`config.mk`:
```
export PLATFORM = sky130hd
export DESIGN_NAME = sliding_window_sender_fast_retransmit
export DESIGN_NICKNAME = d
export VERILOG_FILES = /design/src/sv/swsf_pkg.sv /design/src/sv/sliding_window_sender_fast_retransmit.sv /design/src/sv/swsf_ring.sv /design/src/sv/swsf_ctrl.sv
export SDC_FILE = /design/constraint.sdc
export NUM_CORES = 1
export LEC_CHECK = 0
export ABC_AREA = 1
export BUFFER_PORTS_ARGS = -buffer_cell sky130_fd_sc_hd__buf_4
export CAP_MARGIN = 20
export CORE_UTILIZATION = 60
export CTS_CLUSTER_SIZE = 14
export DETAILED_ROUTE_END_ITERATION = 7
export GPL_TIMING_DRIVEN = 0
export PLACE_DENSITY = 0.79
export SYNTH_ARGS = -nofsm -noshare
export SYNTH_HDL_FRONTEND = slang
export SYNTH_HIERARCHICAL = 1
export SYNTH_SLANG_ARGS = --single-unit
```
`constraint.sdc`:
```
create_clock -name clk_i -period 20.1 [get_ports clk_i]
set_input_delay 2.01 -clock clk_i [delete_from_list [all_inputs] [get_ports clk_i]]
set_output_delay 2.01 -clock clk_i [all_outputs]
set_load 0.02 [all_outputs]
```
`src/sv/swsf_pkg.sv`:
```
`timescale 1ns / 1ps
// shared types and constants for the sliding-window sender with fast retransmit
// no dependencies; imported by sliding_window_sender_fast_retransmit and swsf_ctrl, not by swsf_ring

package swsf_pkg;

  localparam int unsigned WINDOW_DEPTH_DEF = 8;
  localparam int unsigned PAYLOAD_BITS_DEF = 64;

  localparam int unsigned OP_W     = 2;
  localparam int unsigned SEQ_W    = 32;
  localparam int unsigned WORD_W   = 64;
  localparam int unsigned CNT_W    = 4;
  localparam int unsigned DUP_W    = 3;
  localparam int unsigned CFG_W    = 4;
  localparam int unsigned CFG_IDX_W = 1;

  // event kinds
  localparam logic [OP_W-1:0] OP_SEND    = 2'd0;
  localparam logic [OP_W-1:0] OP_ACK     = 2'd1;
  localparam logic [OP_W-1:0] OP_TIMEOUT = 2'd2;

  // configuration register indexes
  localparam logic [CFG_IDX_W-1:0] CFG_WINDOW_LEN    = 1'd0;
  localparam logic [CFG_IDX_W-1:0] CFG_DUP_THRESHOLD = 1'd1;

  localparam logic [CNT_W-1:0]  WINDOW_LEN_RST    = 4'd4;
  localparam logic [DUP_W-1:0]  DUP_THRESHOLD_RST = 3'd4;
  localparam logic [SEQ_W-1:0]  SEQ_RST           = 32'd1;

  typedef struct packed {
    logic [CNT_W-1:0] window_len;
    logic [DUP_W-1:0] dup_threshold;
  } swsf_cfg_t;

  typedef struct packed {
    logic              accepted;
    logic              window_full;
    logic              tx_valid;
    logic [SEQ_W-1:0]  tx_seq;
    logic [WORD_W-1:0] tx_payload;
    logic              tx_retransmit;
    logic              timer_stop;
    logic [SEQ_W-1:0]  timer_stop_seq;
    logic              timer_start;
    logic [SEQ_W-1:0]  timer_start_seq;
    logic [CNT_W-1:0]  in_flight;
  } swsf_result_t;

endpackage

```
`src/sv/sliding_window_sender_fast_retransmit.sv`:
```
`timescale 1ns / 1ps
// sliding-window sender with cumulative acks, timeout and fast retransmit
// a held input beat is registered as a result when the result register is free or draining
// throughput: one event per cycle while out_stall_i does not hold the result register
// reset: window empty, sequence numbers at 1, window_len 4, dup_threshold 4
// ring contents are not cleared; only slots in flight are ever read
// depends on swsf_pkg, swsf_ctrl and swsf_ring

module sliding_window_sender_fast_retransmit #(
  parameter int unsigned WindowDepth = swsf_pkg::WINDOW_DEPTH_DEF,
  parameter int unsigned PayloadBits = swsf_pkg::PAYLOAD_BITS_DEF
) (
  input  logic                            clk_i,
  input  logic                            rst_ni,
  input  logic                            cfg_we_i,
  input  logic [swsf_pkg::CFG_IDX_W-1:0]  cfg_idx_i,
  input  logic [swsf_pkg::CFG_W-1:0]      cfg_data_i,
  input  logic                            in_valid_i,
  output logic                            in_stall_o,
  input  logic [swsf_pkg::OP_W-1:0]       op_i,
  input  logic [swsf_pkg::WORD_W-1:0]     payload_word_i,
  input  logic [swsf_pkg::SEQ_W-1:0]      ack_num_i,
  input  logic                            ack_checksum_ok_i,
  output logic                            out_valid_o,
  input  logic                            out_stall_i,
  output logic                            accepted_o,
  output logic                            window_full_o,
  output logic                            tx_valid_o,
  output logic [swsf_pkg::SEQ_W-1:0]      tx_seq_o,
  output logic [swsf_pkg::WORD_W-1:0]     tx_payload_o,
  output logic                            tx_retransmit_o,
  output logic                            timer_stop_o,
  output logic [swsf_pkg::SEQ_W-1:0]      timer_stop_seq_o,
  output logic                            timer_start_o,
  output logic [swsf_pkg::SEQ_W-1:0]      timer_start_seq_o,
  output logic [swsf_pkg::CNT_W-1:0]      in_flight_o
);

  import swsf_pkg::*;

  localparam int unsigned IdxW = (WindowDepth > 1) ? $clog2(WindowDepth) : 1;

  swsf_cfg_t cfg_q;

  logic              in_valid_q;
  logic [OP_W-1:0]   op_q;
  logic [WORD_W-1:0] payload_q;
  logic [SEQ_W-1:0]  ack_q;
  logic              ack_ok_q;

  logic              out_valid_q;
  swsf_result_t      res_q;
  swsf_result_t      res_d;

  logic              fire;
  logic              in_take;

  logic                   ring_we;
  logic [IdxW-1:0]        ring_waddr;
  logic [PayloadBits-1:0] ring_wdata;
  logic [IdxW-1:0]        ring_raddr;
  logic [PayloadBits-1:0] ring_rdata;

  always_ff @(posedge clk_i or negedge rst_ni) begin
    if (!rst_ni) begin
      cfg_q.window_len    <= WINDOW_LEN_RST;
      cfg_q.dup_threshold <= DUP_THRESHOLD_RST;
    end else if (cfg_we_i) begin
      unique case (cfg_idx_i)
        CFG_WINDOW_LEN:    cfg_q.window_len    <= cfg_data_i;
        CFG_DUP_THRESHOLD: cfg_q.dup_threshold <= cfg_data_i[DUP_W-1:0];
        default: begin
        end
      endcase
    end
  end

  // the held beat moves on when the result register is free or being drained
  assign fire       = in_valid_q && (!out_valid_q || !out_stall_i);
  assign in_stall_o = in_valid_q && out_valid_q && out_stall_i;
  assign in_take    = in_valid_i && !in_stall_o;

  always_ff @(posedge clk_i or negedge rst_ni) begin
    if (!rst_ni) begin
      in_valid_q <= 1'b0;
    end else if (!in_valid_q || fire) begin
      in_valid_q <= in_valid_i;
    end
  end

  always_ff @(posedge clk_i) begin
    if (in_take) begin
      op_q      <= op_i;
      payload_q <= payload_word_i;
      ack_q     <= ack_num_i;
      ack_ok_q  <= ack_checksum_ok_i;
    end
  end

  swsf_ctrl #(
    .WindowDepth (WindowDepth),
    .PayloadBits (PayloadBits),
    .IdxW        (IdxW)
  ) u_ctrl (
    .clk_i             (clk_i),
    .rst_ni            (rst_ni),
    .fire_i            (fire),
    .op_i              (op_q),
    .payload_word_i    (payload_q),
    .ack_num_i         (ack_q),
    .ack_checksum_ok_i (ack_ok_q),
    .cfg_i             (cfg_q),
    .head_payload_i    (ring_rdata),
    .ring_we_o         (ring_we),
    .ring_waddr_o      (ring_waddr),
    .ring_wdata_o      (ring_wdata),
    .ring_raddr_o      (ring_raddr),
    .res_o             (res_d)
  );

  swsf_ring #(
    .Depth    (WindowDepth),
    .DataBits (PayloadBits),
    .IdxW     (IdxW)
  ) u_ring (
    .clk_i   (clk_i),
    .we_i    (ring_we),
    .waddr_i (ring_waddr),
    .wdata_i (ring_wdata),
    .raddr_i (ring_raddr),
    .rdata_o (ring_rdata)
  );

  always_ff @(posedge clk_i or negedge rst_ni) begin
    if (!rst_ni) begin
      out_valid_q <= 1'b0;
    end else if (fire) begin
      out_valid_q <= 1'b1;
    end else if (!out_stall_i) begin
      out_valid_q <= 1'b0;
    end
  end

  always_ff @(posedge clk_i) begin
    if (fire) begin
      res_q <= res_d;
    end
  end

  assign out_valid_o       = out_valid_q;
  assign accepted_o        = res_q.accepted;
  assign window_full_o     = res_q.window_full;
  assign tx_valid_o        = res_q.tx_valid;
  assign tx_seq_o          = res_q.tx_seq;
  assign tx_payload_o      = res_q.tx_payload;
  assign tx_retransmit_o   = res_q.tx_retransmit;
  assign timer_stop_o      = res_q.timer_stop;
  assign timer_stop_seq_o  = res_q.timer_stop_seq;
  assign timer_start_o     = res_q.timer_start;
  assign timer_start_seq_o = res_q.timer_start_seq;
  assign in_flight_o       = res_q.in_flight;

endmodule

```
`src/sv/swsf_ring.sv`:
```
`timescale 1ns / 1ps
// payload ring: one write port, one registered read port with write forwarding
// depends on nothing outside its parameters

module swsf_ring #(
  parameter int unsigned Depth    = 8,
  parameter int unsigned DataBits = 64,
  parameter int unsigned IdxW     = (Depth > 1) ? $clog2(Depth) : 1
) (
  input  logic                clk_i,
  input  logic                we_i,
  input  logic [IdxW-1:0]     waddr_i,
  input  logic [DataBits-1:0] wdata_i,
  input  logic [IdxW-1:0]     raddr_i,
  output logic [DataBits-1:0] rdata_o
);

  logic [DataBits-1:0] mem [Depth];
  logic [DataBits-1:0] rdata_q;

  always_ff @(posedge clk_i) begin
    if (we_i) begin
      mem[waddr_i] <= wdata_i;
    end
  end

  always_ff @(posedge clk_i) begin
    if (we_i && (waddr_i == raddr_i)) begin
      rdata_q <= wdata_i;
    end else begin
      rdata_q <= mem[raddr_i];
    end
  end

  assign rdata_o = rdata_q;

endmodule

```
`src/sv/swsf_ctrl.sv`:
```
`timescale 1ns / 1ps
// window state and per-event decision logic of the sender
// depends on swsf_pkg; drives the payload ring write and head read ports

module swsf_ctrl #(
  parameter int unsigned WindowDepth = 8,
  parameter int unsigned PayloadBits = 64,
  parameter int unsigned IdxW        = (WindowDepth > 1) ? $clog2(WindowDepth) : 1
) (
  input  logic                          clk_i,
  input  logic                          rst_ni,
  input  logic                          fire_i,
  input  logic [swsf_pkg::OP_W-1:0]     op_i,
  input  logic [swsf_pkg::WORD_W-1:0]   payload_word_i,
  input  logic [swsf_pkg::SEQ_W-1:0]    ack_num_i,
  input  logic                          ack_checksum_ok_i,
  input  swsf_pkg::swsf_cfg_t           cfg_i,
  input  logic [PayloadBits-1:0]        head_payload_i,
  output logic                          ring_we_o,
  output logic [IdxW-1:0]               ring_waddr_o,
  output logic [PayloadBits-1:0]        ring_wdata_o,
  output logic [IdxW-1:0]               ring_raddr_o,
  output swsf_pkg::swsf_result_t        res_o
);

  import swsf_pkg::*;

  localparam int unsigned SumW = ((IdxW > CNT_W) ? IdxW : CNT_W) + 1;
  localparam logic [SumW-1:0] DepthS = SumW'(WindowDepth);
  localparam logic [7:0] Depth8 = 8'(WindowDepth);

  logic [SEQ_W-1:0] base_q, base_d;
  logic [SEQ_W-1:0] next_q, next_d;
  logic [CNT_W-1:0] flight_q, flight_d;
  logic [IdxW-1:0]  head_q, head_d;
  logic [DUP_W-1:0] dup_q, dup_d;

  logic [CNT_W-1:0] eff_win;
  logic [SumW-1:0]  slot_sum, slot_wrap;
  logic [SumW-1:0]  head_sum, head_wrap;
  logic [SEQ_W-1:0] ack_dist;
  logic [CNT_W-1:0] ack_step;
  logic             ack_usable;
  logic             send_ok;
  logic             resend;
  logic [DUP_W-1:0] dup_n;

  // window_len capped at the ring depth
  assign eff_win = ({4'd0, cfg_i.window_len} > Depth8) ? CNT_W'(WindowDepth)
                                                       : cfg_i.window_len;

  assign slot_sum  = SumW'(head_q) + SumW'(flight_q);
  assign slot_wrap = (slot_sum >= DepthS) ? (slot_sum - DepthS) : slot_sum;

  assign ack_dist   = ack_num_i - base_q;
  assign ack_step   = ack_dist[CNT_W-1:0];
  assign ack_usable = (flight_q != '0) && ack_checksum_ok_i
                      && (ack_dist <= SEQ_W'(flight_q));

  assign head_sum  = SumW'(head_q) + SumW'(ack_step);
  assign head_wrap = (head_sum >= DepthS) ? (head_sum - DepthS) : head_sum;

  assign send_ok = (flight_q < eff_win);

  always_comb begin
    res_o    = '0;
    base_d   = base_q;
    next_d   = next_q;
    flight_d = flight_q;
    head_d   = head_q;
    dup_d    = dup_q;
    dup_n    = dup_q;
    resend   = 1'b0;
    ring_we_o    = 1'b0;
    ring_waddr_o = slot_wrap[IdxW-1:0];
    ring_wdata_o = payload_word_i[PayloadBits-1:0];

    unique case (op_i)
      OP_SEND: begin
        if (send_ok) begin
          ring_we_o      = fire_i;
          res_o.accepted = 1'b1;
          res_o.tx_valid = 1'b1;
          res_o.tx_seq   = next_q;
          res_o.tx_payload = WORD_W'(payload_word_i[PayloadBits-1:0]);
          if (flight_q == '0) begin
            res_o.timer_start     = 1'b1;
            res_o.timer_start_seq = next_q;
          end
          flight_d = flight_q + CNT_W'(1);
          next_d   = next_q + SEQ_W'(1);
        end
      end
      OP_ACK: begin
        if (ack_usable) begin
          if (ack_dist == '0) begin
            dup_n = dup_q + DUP_W'(1);
            if (dup_n == cfg_i.dup_threshold) begin
              resend = 1'b1;
              dup_n  = '0;
            end
          end else begin
            dup_n = DUP_W'(1);
          end
          dup_d = dup_n;
          // a count of one slides the window, possibly by zero
          if (dup_n == DUP_W'(1)) begin
            res_o.timer_stop     = 1'b1;
            res_o.timer_stop_seq = base_q;
            base_d   = ack_num_i;
            head_d   = head_wrap[IdxW-1:0];
            flight_d = flight_q - ack_step;
            if (flight_d != '0) begin
              res_o.timer_start     = 1'b1;
              res_o.timer_start_seq = ack_num_i;
            end
          end
        end
      end
      OP_TIMEOUT: begin
        resend = (flight_q != '0);
      end
      default: begin
      end
    endcase

    if (resend) begin
      res_o.tx_valid        = 1'b1;
      res_o.tx_seq          = base_q;
      res_o.tx_payload      = WORD_W'(head_payload_i);
      res_o.tx_retransmit   = 1'b1;
      res_o.timer_stop      = 1'b1;
      res_o.timer_stop_seq  = base_q;
      res_o.timer_start     = 1'b1;
      res_o.timer_start_seq = base_q;
    end

    res_o.window_full = (flight_d >= eff_win);
    res_o.in_flight   = flight_d;
  end

  // head entry is read ahead so it is ready for the next beat
  assign ring_raddr_o = fire_i ? head_d : head_q;

  always_ff @(posedge clk_i or negedge rst_ni) begin
    if (!rst_ni) begin
      base_q   <= SEQ_RST;
      next_q   <= SEQ_RST;
      flight_q <= '0;
      head_q   <= '0;
      dup_q    <= '0;
    end else if (fire_i) begin
      base_q   <= base_d;
      next_q   <= next_d;
      flight_q <= flight_d;
      head_q   <= head_d;
      dup_q    <= dup_d;
    end
  end

  // in-flight count always matches the sequence span of the window
  a_span: assert property (@(posedge clk_i) disable iff (!rst_ni)
    (next_q - base_q) == SEQ_W'(flight_q))
    else $error("window span differs from in-flight count");

  a_depth: assert property (@(posedge clk_i) disable iff (!rst_ni)
    {4'd0, flight_q} <= Depth8)
    else $error("in-flight count exceeds ring depth");

  a_send_seq: assert property (@(posedge clk_i) disable iff (!rst_ni)
    fire_i && (op_i == OP_SEND) && send_ok |=> next_q == $past(next_q) + SEQ_W'(1))
    else $error("accepted send did not advance the sequence number");

  a_retx_oldest: assert property (@(posedge clk_i) disable iff (!rst_ni)
    res_o.tx_retransmit |-> res_o.tx_valid && (res_o.tx_seq == base_q))
    else $error("retransmit is not of the oldest packet");

endmodule
```
; ---- Word-level counts from Yosys, hierarchy flattened
; Memories as Yosys holds them, arrays and structs flattened. A register that Yosys moved wholly into a read port is not among the register bits.
; Cells that the tools add are included.
[word_totals]
register_bits = 352
input_bits = 109
ramBits = 512
memories = 1
word_cells = 104
[mem_list]
columns = memory, words, width, rd, rd_ports_with_merged_regs, write_ports, line_no
row1 = u_ring.mem, 8, 64, 1, 1, 1, swsf_ring.sv:18  ; logic [DataBits-1:0] mem [Depth];
[op_classes]
n_lt_le_gt_ge = 6
bitwise = 1
n_eq_ne = 5
n_mux = 36
addsub = 9
n_reduce_logical = 22
[op_table]
columns = cell, count
row1 = $mux 97, 2
row2 = $mux 163, 1
row3 = $mux 33, 4
row4 = $mux 66, 2
row5 = $pmux 33 s2, 1
row6 = $add 32x1->32 const B, 1
row7 = $le 32x4->1, 1
row8 = $logic_not 32->1, 1
row9 = $sub 32x32->32, 1
row10 = $mux 3, 10
row11 = $mux 4, 4
row12 = $add 3x4->5, 2
row13 = $ge 5x4->1 const B, 2
row14 = $mux 1, 10
row15 = $pmux 4 s2, 1
row16 = $reduce_bool 4->1, 2
row17 = $logic_and 1x1->1, 6
row18 = $reduce_and 3->1, 2
row19 = $sub 3x1->3 const B, 2
row20 = $add 4x1->4 const B, 1
row21 = $ge 4x4->1, 1
row22 = $gt 4x4->1 const B, 1
row23 = $logic_not 1->1, 4
row24 = $logic_not 4->1, 1
row25 = other kinds (14), 16

; ---- Logic depth before layout (Yosys ltp)
[depth]
ltp_word = 11
ltp_mapped = 30

; ---- Modules after synthesis
; The synthesis kept the hierarchy.
[by_module_without_submodules]
columns = module, n_inst, area_each_um2, cells_per_inst, seq_area_each_um2
row1 = swsf_ring, 1, 22436.5, 2233, 15434.8
row2 = swsf_ctrl, 1, 9843.2, 1710, 1854.3
row3 = sliding_window_sender_fast_retransmit, 1, 8458.1, 313, 8305.5

; ---- Least setup slack after synthesis
; No wires, ideal clock.
[synth_timing]
kind = in2reg
startpoint = input out_stall_i
endpoint = memory u_ring.mem[1][0], enable pin
path_buffers = 0
t_arrival_ns = 14.895
path_stages = 5
setup_ns = 0.487
setup_slack_ns = 4.718
cell_sequence = a21oi_1 -> inv_1 -> nor2_2 -> nand2_1 -> nor2_1
[synth_between]
elab_chain_len = 7
[synth_lines]
columns = element, line_no
row1 = "start, declared", sliding_window_sender_fast_retransmit.sv:25  ; input logic out_stall_i,
row2 = $logic_not 1->1, n/a
row3 = $logic_or 1x1->1, sliding_window_sender_fast_retransmit.sv:79  ; assign fire = in_valid_q && (!out_valid_q || !out_stall_i);
row4 = $logic_and 1x1->1, sliding_window_sender_fast_retransmit.sv:79
row5 = $mux 1, swsf_ctrl.sv:80  ; if (send_ok) begin
row6 = $mux 1, swsf_ctrl.sv:78  ; unique case (op_i)
row7 = via ring_we, sliding_window_sender_fast_retransmit.sv:58  ; logic ring_we;
row8 = $mux 1, swsf_ring.sv:22  ; if (we_i) begin
row9 = $mux 1 (not written as such), swsf_ring.sv:23  ; mem[waddr_i] <= wdata_i;
row10 = "end, declared", swsf_ring.sv:18
; The timed path passes the listed nets, and every way through them passes these cells.

==> impl_metrics.yaml <==
outcome:
  run_status: "finished, final reports clean"
sta:
  fin_hold_viols: 0
  fmax_mhz: 197.5
  rsz0062_at_grt: "false"
  report.final.slew_viol_count: 0
  period_share_pct: 25.19
  clock_skew_ps: 35.03
  postLayoutSetupSlackWorst_ps: 15040
  relSlewSlack_pct: 32.31
  report.final.setup_viol: 0
  worst-slew-pin-transition_ps: 1013
  min_clock_period_post_route_ps: 5063
synthesis:
  post_synth_edffs: 781
  avgSynthCellArea_um2: 9.572
  ys.warnings.count: 6
  synth_largest_type_area_fraction_pct: 57.57
  synth.distinct_cells: 42
  synth_fp_nets: 4423
  netlist_top_cells_area: "sky130_fd_sc_hd__edfxtp_1 (58%), sky130_fd_sc_hd__nand2_1 (14%), sky130_fd_sc_hd__inv_1 (6.8%), sky130_fd_sc_hd__nand3_1 (6.3%), sky130_fd_sc_hd__dfrtp_1 (4.9%)"
  yosys.cell_count.top_type: "sky130_fd_sc_hd__nand2_1"
  async_reset_ff_share_pct: 9.573
  synth_flop_cell: "sky130_fd_sc_hd__edfxtp_1"
  post_synth_most_frequent_cells: "sky130_fd_sc_hd__nand2_1 (1559), sky130_fd_sc_hd__edfxtp_1 (781), sky130_fd_sc_hd__inv_1 (734)"
  postSynthRegisterBits: 867
  synthesis.instances: 4256
  synth_area_mm2: 0.04074
  synth.largest_area_cell: "sky130_fd_sc_hd__edfxtp_1"
  synth_seq_area_share_pct: 62.83
setup_path:
  rr_startpoint: "ack_q[0]"
  end_kind: "register"
  register_to_register_path_setup_slack_ps: 15040
  setup.worst_path.start: "ack_q[0]"
  reg2reg_to: "window_full_o"
  path_max_fanout: 10
  rr_worst_depth: 23
  highest_delay_cell_along_the_critical_path: "sky130_fd_sc_hd__a21boi_0"
  cp.required_ps: 20490
  path_common_cell: "sky130_fd_sc_hd__nand3_1"
  critical_path_type: "reg -> reg"
  worstSetupStartpointType: "register"
  crit_path_max_incr_delay_ps: 490
  cp_cell_sequence: "inv_1 > ha_1 > fa_1 > inv_1 > nand2_1 > nand2_1 > and2_1 > nand2_1 > nand3_1 > nand2_1 > a21oi_1 > nand3_1 > nor2_1 > o2111ai_1 > clkbuf_1 > nand3_1 > nand3_1 > a21boi_0 > ha_1 > inv_1 > nor2_1 > o211ai_1 > nand3_1"
  crit_arrival_ps: 5450
route:
  totalWireLength_mm: 108.8
  drt_pass1_iterations: 8
  detail_route.drc_violations: 0
  drt.antenna.violating_nets: 0
  wire_per_inst_um: 19.44
  drt-vias-per-instance: 5.443
  route.vias.total: 30470
  drt_iter0_drc: 3256
die:
  design.core.area_mm2: 0.06716
  core.rowCount: 95
  vertical_die_dimension_um: 262.6
  num_io_pins: 281
  initial_utilization_pct: 60.66
  die_w_um: 262.6
  die_area_mm2: 0.06894
worst_hold_path:
  hold_end: "cfg_q[5]"
  min_path_cells: 2
  worstHoldStart: "cfg_q[5]"
  min_path_type: "reg -> reg"
global_route:
  grt_first_pass_wirelength_mm: 164.7
  overflow: 0
  largest_net_degree_at_the_start_of_global_routing: 71
  grt_pass1_vias: 29480
  antenna_found_initial: 1
  grtUsageTotal_pct: 31.42
clock_network:
  post-cts-setup-buffer-count: 0
  clock-sinks: 867
  tritoncts.num_buffers: 87
  post_cts_resize_count: 0
  ctsLongestPathBuffers: 3
  clock_tree_from_tritoncts: "done"
  clkTransAtPathRegs_ps: 60
  cts_root_buffer: "sky130_fd_sc_hd__clkbuf_16"
  ctsHoldBuffers: 0
  clock_latency_ps: 670
  htree_levels: 3
power_and_ir_drop:
  vdd_ir_drop_max_uv: 61.70
  power_per_cell_area_mw_per_mm2: 87.27
  power.static_leakage_nw: 22.37
  finalPower_mw: 4.139
final_layout:
  finish.instance_area_mm2: 0.04743
  drive_gt1_share_pct: 14.67
  antenna_cells_inserted: 0
  finalCoreUtilization_pct: 70.62
  areaGrowthSynthToFinish_pct: 16.42
  design.final.nets: 4818
placed_design:
  io_buffer_count: 279
  post_dp_cell_area_mm2: 0.04460
  place.gp.congestion: 0.9357
  pre_cts_slack_ps: 14740
  detailed_place_hpwl_mm: 73.34
job:
  maxCapViolations: 0
==> flip-flops by register name, indices dropped and copies added, names as in the netlist, 2 cells and up, named ones only <==
signal / count
u_ring/mem: 512
payload_q: 64
tx_payload_o: 64
ack_q: 32
timer_start_seq_o: 32
timer_stop_seq_o: 32
tx_seq_o: 32
u_ctrl/base_q: 32
u_ctrl/next_q: 32
cfg_q: 7
in_flight_o: 4
u_ctrl/flight_q: 4
u_ctrl/dup_q: 3
u_ctrl/head_q: 3
op_q: 2
==> per-layer routing <==
metal / GRT usage [%] / vias up / wire [µm]
met5: 0 / - / 0
met1: 41.22 / 14240 / 41880
met4: 11.73 / 0 / 3784
li1: - / 14250 / -
met3: 5.913 / 271 / 10790
met2: 52.27 / 1707 / 52370
==> power by group <==
part	total (mW)	switching, mW	internal [mW]
Sequential	2.09	0.0403	2.05
Combinational	0.434	0.291	0.143
Clock	1.61	0.693	0.920
==> logic make-up after synthesis <==
group / share of synthesized area (%)
buffers and inverters: 10.46
AO/OA/AOI/OAI: 1.333
AND/OR/NAND/NOR: 22.53
multiplexers: 0.02764
flip-flops: 62.83
adder cells (fa/ha/maj): 1.855
XOR/XNOR: 0.9675
==> final cells by class <==
type	instances	area, µm²
buffer	232	1461
clock buffer	105	2286
clock inverter	58	546.8
fill	4637	19730
inverter	746	2805
multi-input combinational	2411	10950
sequential	867	25590
tap	873	1092
timing repair buffer	306	2688
==> critical path: cells and delay by family, from the launching register on <==
family,cells,cell delay [ps]
adders and majority gates,3,990
buffers and inverters,4,680
DFF,1,360
AOI/OAI and AO/OA,4,1140
and+or+nand+nor,12,1590
==> worst max-delay path by stage <==
stage                     slack [ps]                end  cells past startpoint
final                          15040      window_full_o                     23
after global routing           14830      window_full_o                     23
after CTS                      15130      window_full_o                     23
after detailed placement       14740  u_ring/mem[5][42]                      8
after global placement         -4430  u_ring/mem[5][41]                      6
after floorplan                 4720   u_ring/mem[1][0]                      5
==> cell usage in the layout, fill, tap and decap left out, types with 20 or more instances in the layout <==
| cell type | n |
|---|---|
| sky130_fd_sc_hd__nand2_1 | 1559 |
| sky130_fd_sc_hd__edfxtp_1 | 781 |
| sky130_fd_sc_hd__inv_1 | 733 |
| sky130_fd_sc_hd__nand3_1 | 516 |
| sky130_fd_sc_hd__buf_4 | 366 |
| sky130_fd_sc_hd__clkbuf_16 | 88 |
| sky130_fd_sc_hd__dfrtp_1 | 79 |
| sky130_fd_sc_hd__nor2_1 | 78 |
| sky130_fd_sc_hd__buf_2 | 72 |
| sky130_fd_sc_hd__ha_1 | 54 |
| sky130_fd_sc_hd__clkbuf_1 | 52 |
| sky130_fd_sc_hd__a21oi_1 | 31 |
| sky130_fd_sc_hd__a21oi_2 | 28 |
| sky130_fd_sc_hd__nand4_1 | 25 |
| sky130_fd_sc_hd__xor2_1 | 25 |
| sky130_fd_sc_hd__buf_6 | 23 |
| sky130_fd_sc_hd__clkinv_2 | 21 |
| sky130_fd_sc_hd__buf_12 | 20 |
| sky130_fd_sc_hd__xnor2_1 | 20 |
==> metrics by stage <==
stage | hold WS, ps | std cells | setup TNS [ps]
floorplan | 441.9 | 4256 | 0
global placement | 453.7 | 5408 | -2201920
detailed placement | 452.2 | 5435 | 0
CTS | 462.1 | 5598 | 0
global route | 484.7 | 5598 | 0
finish | 462.6 | 5598 | 0
Power figures use the tool's default switching activity.
